[src/rtl/rwtc_pkg.sv]
// Shared types and constants of the wall texture column address generator.
// Depends on nothing; imported by every module of the block.
package rwtc_pkg;

   localparam int TEX_SIZE_DEFAULT = 64;
   localparam int SCREEN_HEIGHT    = 512;
   localparam int ROW_W            = 10;
   localparam int OFF_W            = 17;

   // Opcodes of an input item.
   localparam logic OP_BEGIN = 1'b0;
   localparam logic OP_STEP  = 1'b1;

   // Hit sides.
   localparam logic SIDE_X = 1'b0;
   localparam logic SIDE_Y = 1'b1;

   // Wall texture codes.
   localparam logic [1:0] TEX_SOUTH = 2'd0;
   localparam logic [1:0] TEX_NORTH = 2'd1;
   localparam logic [1:0] TEX_WEST  = 2'd2;
   localparam logic [1:0] TEX_EAST  = 2'd3;

   typedef enum logic [1:0] {
      ST_IDLE,
      ST_DIVIDE,
      ST_POSITION
   } ctrl_state_type;

   typedef struct packed {
      logic load;      // capture the geometry of a new column
      logic div_step;  // one restoring-divide iteration
      logic pos_load;  // form the start texture position
      logic emit;      // produce one pixel into the output register
      logic rsp_pop;   // the output register is taken downstream
   } cmd_type;

   typedef struct packed {
      logic active;    // a column has rows left
      logic rsp_full;  // the output register holds an item
   } status_type;

endpackage

[src/rtl/raycast_wall_texture_column.sv]
// Top level of the raycaster wall texture column address generator.
// Depends on rwtc_pkg, rwtc_ctrl and rwtc_datapath.
//
//   Channel   Direction  Handshake               Carries
//   req_*     in         req_valid / req_stall   opcode plus column geometry
//   rsp_*     out        rsp_valid / rsp_stall   one pixel: row, texture, texel
//
// Step items stream pixels at one per clock while the output register is
// being drained.
// A begin item holds off the input while the step divide runs, one bit of the
// step divide per cycle, and then while the start position multiply is formed.
// Reset is synchronous and active high; it empties the column and the output.
// A stall on the result side holds the pending pixel and stalls the input.
module raycast_wall_texture_column
   import rwtc_pkg::*;
#(
   parameter int TEX_SIZE = TEX_SIZE_DEFAULT
) (
   input  logic               clock,
   input  logic               reset,
   input  logic               req_valid,
   output logic               req_stall,
   input  logic               req_opcode,
   input  logic               req_hit_side,
   input  logic signed [15:0] req_dir_x,
   input  logic signed [15:0] req_dir_y,
   input  logic [15:0]        req_pos_x,
   input  logic [15:0]        req_pos_y,
   input  logic [15:0]        req_wall_dist,
   input  logic [8:0]         req_span_start,
   input  logic [9:0]         req_span_end,
   input  logic [15:0]        req_slice_height,
   input  logic [9:0]         req_screen_col,
   output logic               rsp_valid,
   input  logic               rsp_stall,
   output logic [9:0]         rsp_out_col,
   output logic [8:0]         rsp_out_row,
   output logic [1:0]         rsp_texture_select,
   output logic [5:0]         rsp_texel_col,
   output logic [5:0]         rsp_texel_row,
   output logic               rsp_last_of_column
);

   // The controller sees only the handshakes and two status bits; all
   // arithmetic and column state lives in the datapath.
   cmd_type    cmd;
   status_type status;

   rwtc_ctrl #(
      .TEX_SIZE (TEX_SIZE)
   ) u_ctrl (
      .clock      (clock),
      .reset      (reset),
      .req_valid  (req_valid),
      .req_opcode (req_opcode),
      .req_stall  (req_stall),
      .rsp_stall  (rsp_stall),
      .status     (status),
      .cmd        (cmd)
   );

   // The datapath computes the texel column combinationally as a column
   // opens, then runs the restoring divide for the row step and forms the
   // start position from the row offset times that step.
   rwtc_datapath #(
      .TEX_SIZE (TEX_SIZE)
   ) u_datapath (
      .clock              (clock),
      .reset              (reset),
      .cmd                (cmd),
      .status             (status),
      .req_hit_side       (req_hit_side),
      .req_dir_x          (req_dir_x),
      .req_dir_y          (req_dir_y),
      .req_pos_x          (req_pos_x),
      .req_pos_y          (req_pos_y),
      .req_wall_dist      (req_wall_dist),
      .req_span_start     (req_span_start),
      .req_span_end       (req_span_end),
      .req_slice_height   (req_slice_height),
      .req_screen_col     (req_screen_col),
      .rsp_valid          (rsp_valid),
      .rsp_out_col        (rsp_out_col),
      .rsp_out_row        (rsp_out_row),
      .rsp_texture_select (rsp_texture_select),
      .rsp_texel_col      (rsp_texel_col),
      .rsp_texel_row      (rsp_texel_row),
      .rsp_last_of_column (rsp_last_of_column)
   );

endmodule

[src/rtl/rwtc_ctrl.sv]
// Controller of the wall texture column block: sequences the divide and the
// start-position multiply, and drives the handshakes. Depends on rwtc_pkg.
module rwtc_ctrl
   import rwtc_pkg::*;
#(
   parameter int TEX_SIZE = TEX_SIZE_DEFAULT
) (
   input  logic       clock,
   input  logic       reset,
   input  logic       req_valid,
   input  logic       req_opcode,
   output logic       req_stall,
   input  logic       rsp_stall,
   input  status_type status,
   output cmd_type    cmd
);

   localparam int TEX_W = $clog2(TEX_SIZE);
   localparam int DIV_W = TEX_W + 17;
   localparam int CNT_W = $clog2(DIV_W);

   ctrl_state_type state_ff, state_in;
   logic [CNT_W-1:0] cnt_ff, cnt_in;
   logic req_fire;

   assign req_stall = (state_ff != ST_IDLE) || (status.rsp_full && rsp_stall);
   assign req_fire  = req_valid && !req_stall;

   always_comb begin
      state_in = state_ff;
      case (state_ff)
         ST_IDLE: begin
            if (req_fire && req_opcode == OP_BEGIN) begin
               state_in = ST_DIVIDE;
            end
         end
         ST_DIVIDE: begin
            if (cnt_ff == '0) begin
               state_in = ST_POSITION;
            end
         end
         ST_POSITION: begin
            state_in = ST_IDLE;
         end
         default: begin
            state_in = ST_IDLE;
         end
      endcase
   end

   always_comb begin
      cnt_in = cnt_ff;
      if (state_ff == ST_IDLE) begin
         cnt_in = CNT_W'(DIV_W - 1);
      end else if (state_ff == ST_DIVIDE) begin
         cnt_in = cnt_ff - CNT_W'(1);
      end
   end

   always_comb begin
      cmd.load     = 1'b0;
      cmd.div_step = 1'b0;
      cmd.pos_load = 1'b0;
      cmd.emit     = 1'b0;
      cmd.rsp_pop  = status.rsp_full && !rsp_stall;
      case (state_ff)
         ST_IDLE: begin
            cmd.load = req_fire && (req_opcode == OP_BEGIN);
            cmd.emit = req_fire && (req_opcode == OP_STEP) && status.active;
         end
         ST_DIVIDE: begin
            cmd.div_step = 1'b1;
         end
         ST_POSITION: begin
            cmd.pos_load = 1'b1;
         end
         default: begin
            cmd.load = 1'b0;
         end
      endcase
   end

   always_ff @(posedge clock) begin
      if (reset) begin
         state_ff <= ST_IDLE;
         cnt_ff   <= '0;
      end else begin
         state_ff <= state_in;
         cnt_ff   <= cnt_in;
      end
   end

endmodule

[src/rtl/rwtc_datapath.sv]
// Datapath of the wall texture column block: texture column, bit-serial step
// divider, start position multiply, row walk and output register. Uses rwtc_pkg.
module rwtc_datapath
   import rwtc_pkg::*;
#(
   parameter int TEX_SIZE = TEX_SIZE_DEFAULT
) (
   input  logic                clock,
   input  logic                reset,
   input  cmd_type             cmd,
   output status_type          status,
   input  logic                req_hit_side,
   input  logic signed [15:0]  req_dir_x,
   input  logic signed [15:0]  req_dir_y,
   input  logic [15:0]         req_pos_x,
   input  logic [15:0]         req_pos_y,
   input  logic [15:0]         req_wall_dist,
   input  logic [8:0]          req_span_start,
   input  logic [9:0]          req_span_end,
   input  logic [15:0]         req_slice_height,
   input  logic [9:0]          req_screen_col,
   output logic                rsp_valid,
   output logic [9:0]          rsp_out_col,
   output logic [8:0]          rsp_out_row,
   output logic [1:0]          rsp_texture_select,
   output logic [5:0]          rsp_texel_col,
   output logic [5:0]          rsp_texel_row,
   output logic                rsp_last_of_column
);

   localparam int TEX_W = $clog2(TEX_SIZE);
   localparam int DIV_W = TEX_W + 17;
   localparam logic [DIV_W-1:0] DIVIDEND = DIV_W'(TEX_SIZE) << 16;
   localparam logic [ROW_W-1:0] ROW_LIMIT = ROW_W'(SCREEN_HEIGHT);

   // Column geometry computed when a column opens.
   logic signed [15:0] along;
   logic [15:0]        base;
   logic signed [32:0] hit_prod;
   logic [19:0]        frac;
   logic [TEX_W-1:0]   tx_raw, tx_fin;
   logic [1:0]         sel;
   logic               mirror;
   logic [15:0]        h_adj;
   logic [OFF_W-1:0]   off;
   logic [ROW_W-1:0]   end_sat;

   // Stored state.
   logic                    active_ff, active_in;
   logic [ROW_W-1:0]        cur_row_ff, end_row_ff;
   logic [9:0]              held_col_ff;
   logic [5:0]              held_texel_col_ff;
   logic [1:0]              held_select_ff;
   logic [31:0]             tex_pos_ff, tex_step_ff;
   logic signed [OFF_W-1:0] off_ff;
   logic [15:0]             divisor_ff;
   logic [DIV_W-1:0]        quot_ff;
   logic [16:0]             rem_ff;
   logic                    rsp_valid_ff, rsp_valid_in;

   // Divider iteration.
   logic [16:0] rem_sh;
   logic        rem_ge;

   // Start position product.
   logic signed [OFF_W+DIV_W:0] pos_prod;

   // Pixel walk.
   logic [ROW_W-1:0] row_next;
   logic             row_last;

   always_comb begin
      along    = (req_hit_side == SIDE_Y) ? req_dir_x : req_dir_y;
      base     = (req_hit_side == SIDE_Y) ? req_pos_y : req_pos_x;
      hit_prod = $signed({1'b0, req_wall_dist}) * along;
      // Only the fraction of the hit coordinate is needed, so the sum runs mod 2^20.
      frac     = {base[7:0], 12'd0} + hit_prod[19:0];
      tx_raw   = frac[19 -: TEX_W];

      if (req_hit_side == SIDE_X && req_dir_x > 0) begin
         sel    = TEX_SOUTH;
         mirror = 1'b1;
      end else if (req_hit_side == SIDE_X && req_dir_x < 0) begin
         sel    = TEX_NORTH;
         mirror = 1'b0;
      end else if (req_hit_side == SIDE_Y && req_dir_y < 0) begin
         sel    = TEX_WEST;
         mirror = 1'b1;
      end else begin
         sel    = TEX_EAST;
         mirror = 1'b0;
      end
      // Mirroring TEX_SIZE - tx - 1 is the bitwise complement of tx.
      tx_fin = mirror ? ~tx_raw : tx_raw;

      h_adj   = (req_slice_height == 16'd0) ? 16'd1 : req_slice_height;
      off     = OFF_W'(req_span_start) - OFF_W'(SCREEN_HEIGHT / 2)
                + OFF_W'(h_adj[15:1]);
      end_sat = (32'(req_span_end) > 32'(SCREEN_HEIGHT)) ? ROW_LIMIT : req_span_end;
   end

   always_comb begin
      rem_sh = {rem_ff[15:0], quot_ff[DIV_W-1]};
      rem_ge = rem_sh >= {1'b0, divisor_ff};
   end

   assign pos_prod = off_ff * $signed({1'b0, quot_ff});

   assign row_next = cur_row_ff + ROW_W'(1);
   assign row_last = row_next >= end_row_ff;

   always_comb begin
      active_in = active_ff;
      if (cmd.load) begin
         active_in = {1'b0, req_span_start} < end_sat;
      end else if (cmd.emit && row_last) begin
         active_in = 1'b0;
      end
   end

   always_comb begin
      rsp_valid_in = rsp_valid_ff;
      if (cmd.emit) begin
         rsp_valid_in = 1'b1;
      end else if (cmd.rsp_pop) begin
         rsp_valid_in = 1'b0;
      end
   end

   always_ff @(posedge clock) begin
      if (reset) begin
         active_ff    <= 1'b0;
         rsp_valid_ff <= 1'b0;
      end else begin
         active_ff    <= active_in;
         rsp_valid_ff <= rsp_valid_in;
      end
   end

   always_ff @(posedge clock) begin
      if (cmd.load) begin
         cur_row_ff        <= ROW_W'(req_span_start);
         end_row_ff        <= end_sat;
         held_col_ff       <= req_screen_col;
         held_texel_col_ff <= 6'(tx_fin);
         held_select_ff    <= sel;
         off_ff            <= $signed(off);
         divisor_ff        <= h_adj;
         quot_ff           <= DIVIDEND;
         rem_ff            <= '0;
      end else if (cmd.div_step) begin
         quot_ff <= {quot_ff[DIV_W-2:0], rem_ge};
         rem_ff  <= rem_ge ? (rem_sh - {1'b0, divisor_ff}) : rem_sh;
      end else if (cmd.pos_load) begin
         tex_step_ff <= 32'(quot_ff);
         tex_pos_ff  <= pos_prod[31:0];
      end else if (cmd.emit) begin
         cur_row_ff <= row_next;
         tex_pos_ff <= tex_pos_ff + tex_step_ff;
      end
   end

   always_ff @(posedge clock) begin
      if (cmd.emit) begin
         rsp_out_col        <= held_col_ff;
         rsp_out_row        <= cur_row_ff[8:0];
         rsp_texture_select <= held_select_ff;
         rsp_texel_col      <= held_texel_col_ff;
         rsp_texel_row      <= 6'(tex_pos_ff[16 +: TEX_W]);
         rsp_last_of_column <= row_last;
      end
   end

   assign rsp_valid       = rsp_valid_ff;
   assign status.active   = active_ff;
   assign status.rsp_full = rsp_valid_ff;

endmodule

[config.mk]
export PLATFORM = sky130hd
export DESIGN_NAME = raycast_wall_texture_column
export DESIGN_NICKNAME = d
export VERILOG_FILES = /design/src/rtl/rwtc_pkg.sv /design/src/rtl/raycast_wall_texture_column.sv /design/src/rtl/rwtc_ctrl.sv /design/src/rtl/rwtc_datapath.sv
export SDC_FILE = /design/constraint.sdc
export NUM_CORES = 1
export LEC_CHECK = 0
export ABC_AREA = 1
export BUFFER_PORTS_ARGS = -buffer_cell sky130_fd_sc_hd__buf_2
export CAP_MARGIN = 10
export CORE_ASPECT_RATIO = 1.5
export CORE_MARGIN = 4
export CORE_UTILIZATION = 63
export CTS_CLUSTER_SIZE = 25
export DETAILED_ROUTE_END_ITERATION = 10
export PLACE_DENSITY = 0.83
export SYNTH_ARGS = -nofsm -noshare
export SYNTH_HDL_FRONTEND = slang
export SYNTH_SLANG_ARGS = --single-unit
[constraint.sdc]
create_clock -name clock -period 7.2 [get_ports clock]
set_input_delay 0.72 -clock clock [delete_from_list [all_inputs] [get_ports clock]]
set_output_delay 0.72 -clock clock [all_outputs]
set_load 0.05 [all_outputs]
==> impl_metrics.csv <==
group,metric,value,unit
outcome,status,"completed",
die,die_h,250,microns
cells_and_area,syn2layout_area_growth,7.27,%
routing,vias,20400,
sta,max_freq,0.153,GHz
yosys,synth_cell_types,49,
cts,cts_buffers,17,
routing,ant_nets,0,
yosys,synth_xor_area_share,2.63,%
power_and_ir_drop,p_seq_share,19.1,%
sta,finalSetupViolCount,0,
yosys,syn-mean-instance-area,7.91,sq um
power_and_ir_drop,power.total,0.00958,W
yosys,synth_ff_type,"edfxtp_1",
power_and_ir_drop,cellLeakagePower,14.6,nW
yosys,synthAdderAreaFrac,36.3,%
grt,grt_overflow,0,
cts,hold_buffers,0,
routing,viasPerCell,5.49,
yosys,syn_nets,3764,
power_and_ir_drop,switching_share,50.5,%
worst_setup_path,worst_ep_required_time,7390,ps
routing,drc_errors,0,
sta,hold_viol,0,
routing,wl,65.1,mm
sta,max_slew_margin,23.4,%
grt,grt_use_total,31.4,%
worst_setup_path,crit_buf_inv,4,
place,preCtsSetupSlack,333,ps
yosys,synth-seq-area-share,22.1,%
place,finalWeightedCongestion,0.989,
power_and_ir_drop,switching_power,0.00484,W
worst_setup_path,startpoint,"u_datapath.quot_ff[6]",
yosys,synth_compound_area_share,7.21,%
cts,cts_setup_buffers,0,
cts,clk_latency,450,ps
cts,htree_levels,4,
min_path,hp-start,"u_datapath.held_col_ff[2]",
sta,worstMarginPinSlew,1150,ps
power_and_ir_drop,power_frac_comb,70.8,%
worst_setup_path,cp_common_cell,"fa_1",
cts,cts_tree,"yes",
worst_setup_path,cpMaxStageDelayCell,"dfxtp_1",
grt,antenna_found_initial,1,
yosys,async_reset_ff_share,0,%
die,ios,167,
cells_and_area,drive_above_1_share,7.80,%
grt,grt_pass1_vias,22000,
routing,drt-wirelength-per-cell,17.5,microns
yosys,synth_top_area_cell,"fa_1",
die,start_util,63.8,%
die,placementRows,88,
worst_setup_path,path_delay_family,"adder cells",
sta,fin_ws,675,ps
grt,grt_max_degree,62,
cts,clk_path_buf_depth,2,
sta,rsz0062_at_grt,"no",
power_and_ir_drop,powerDensity,364,nW/um^2
yosys,synth_top_family_by_area,"adder cells",
yosys,synth_common_cells,"inv_1 (835), nand2_1 (711), fa_1 (309)",
yosys,synth_area,24600,sq um
worst_setup_path,path_max_fanout,20,
yosys,synthMuxAreaShare,0,%
place,dp_hpwl,53.4,mm
cells_and_area,nets,3862,
cells_and_area,final_util,68.4,%
yosys,ys_ff_latch,197,
yosys,synth-simple-area-share,17.1,%
yosys,synth_top_area_share,25.2,%
sta,period_share,90.6,%
routing,drt_first_pass_iters,6,
power_and_ir_drop,vdd_ir_drop_max,0.521,mV
yosys,yosysWarnings,0,
worst_setup_path,crit_path_max_incr_delay,1010,ps
yosys,synth_area_leaders,"fa_1 (25%), edfxtp_1 (18%), inv_1 (13%)",
place,portBuffers,150,
power_and_ir_drop,intPower,0.00474,W
min_path,hp-class,"reg2reg",
worst_setup_path,r2r_start,"u_datapath.quot_ff[6]",
sta,finalSetupTns,0,ps
run,drv_cap,0,
worst_setup_path,worst_ep_arrival_time,6720,ps
power_and_ir_drop,clkPwrFrac,10.1,%
grt,grt_first_pass_wirelength,106,mm
cts,clockRootBuffer,"clkbuf_16",
cts,cts_resized,0,
cts,clkSlewWorstSetupHoldPaths,80,ps
sta,drv_slew,0,
worst_setup_path,criticalPathCategory,"reg2reg",
routing,drt_iter0_drc,1428,
yosys,synth_most_common_cell,"inv_1",
die,die_x,169,microns
worst_setup_path,setup.worst_path.start_class,"register",
yosys,syn_inst,3106,
sta,fin_skew,20.6,ps
worst_setup_path,endpoint_kind,"register",
die,core,38500,sq um
die,die_area,42300,sq um
sta,period_needed,6530,ps
sta,whs,412,ps
yosys,synth_edf_count,148,
cts,clock_sinks,197,
worst_setup_path,crit_chain,"nand2_1, fa_1, inv_1, fa_1, inv_1, fa_1, fa_1, fa_1, fa_1, inv_1, ha_1, inv_1, nor3_1, nand2_1, o311ai_0, nand2_1, nand3_1, nand2_1",
-- placed cells by master, fill, tap and decap left out, drive strengths merged, types with 7 or more instances in the layout --
| cell | instances |
|---|---|
| o21ai | 129 |
| nand4 | 17 |
| clkbuf | 19 |
| buf | 178 |
| a21o | 14 |
| clkinv | 12 |
| a21boi | 7 |
| fa | 309 |
| a21oi | 133 |
| edfxtp | 148 |
| ha | 218 |
| xor2 | 40 |
| dfxtp | 49 |
| nand2 | 725 |
| a31oi | 7 |
| inv | 848 |
| nor2 | 184 |
| xnor2 | 32 |
| nand3 | 84 |
| nor3 | 11 |
| o211ai | 10 |
| nand3b | 8 |
| nor4 | 9 |
-- layer usage --
metal | track usage, % | share of wire (%) | vias up
met5 | 0 | 0 | -
li1 | - | - | 9504
met2 | 57.9 | 53 | 812
met1 | 31.9 | 32 | 9736
met3 | 3.61 | 5.3 | 336
met4 | 23.6 | 9.2 | 0
-- final timing paths --
| check | endpoint | slack (ps) | cells after the start |
|---|---|---|---|
| hold / removal | u_datapath.rsp_out_col[2] | 410 | 0 |
| hold reg to reg | u_datapath.rsp_out_col[2] | 410 | 0 |
| setup reg to reg | u_datapath.tex_pos_ff[21] | 670 | 18 |
| setup / recovery | u_datapath.tex_pos_ff[21] | 670 | 18 |
-- per-stage QoR --
stage          std cells  cell area (sq um)
2_1_floorplan       3106              24600
3_3_place_gp        3679              25700
3_5_place_dp        3679              25700
4_1_cts             3711              26300
5_1_grt             3713              26400
6_report            3713              26400
-- state kept, by name, indices dropped and copies added (netlist names), 2 cells and up --
signal	cells
u_datapath.divisor_ff	16
u_datapath.rsp_texel_col	6
u_datapath.rsp_out_col	10
u_datapath.end_row_ff	10
u_datapath.rem_ff	16
u_datapath.quot_ff	23
u_datapath.rsp_out_row	9
u_datapath.cur_row_ff	10
u_ctrl.state_ff	2
u_datapath.held_col_ff	10
u_ctrl.cnt_ff	5
u_datapath.held_select_ff	2
u_datapath.held_texel_col_ff	6
u_datapath.tex_step_ff	22
u_datapath.off_ff	17
u_datapath.tex_pos_ff	22
u_datapath.rsp_texel_row	6
u_datapath.rsp_texture_select	2
-- power by group through the flow --
stage	clock network (W)	logic (W)	registers [W]
detailed placement	0	0.00669	0.00184
global placement	0	0.00633	0.00184
finish	0.000965	0.00679	0.00183
global route	0.00103	0.00770	0.00184
CTS	0.000972	0.00673	0.00182
floorplan	0	0.00509	0.00175
-- kinds of logic after synthesis --
| logic type | count (synthesis) |
|---|---|
| and+or+nand+nor | 1044 |
| AOI/OAI and AO/OA | 319 |
| DFF | 197 |
| adders and majority gates | 527 |
| xor gates and xnor gates | 72 |
| buffers and inverters | 947 |
-- layout make-up --
class                      count  area [sq um]
clock buffer                  19           433
antenna                        1          2.50
inverter                     848          3180
multi-input combinational   1962         15600
timing repair buffer         178           968
clock inverter                13           163
fill                        3034         12200
tap                          495           619
sequential                   197          5430
Power figures use the tool's default switching activity.
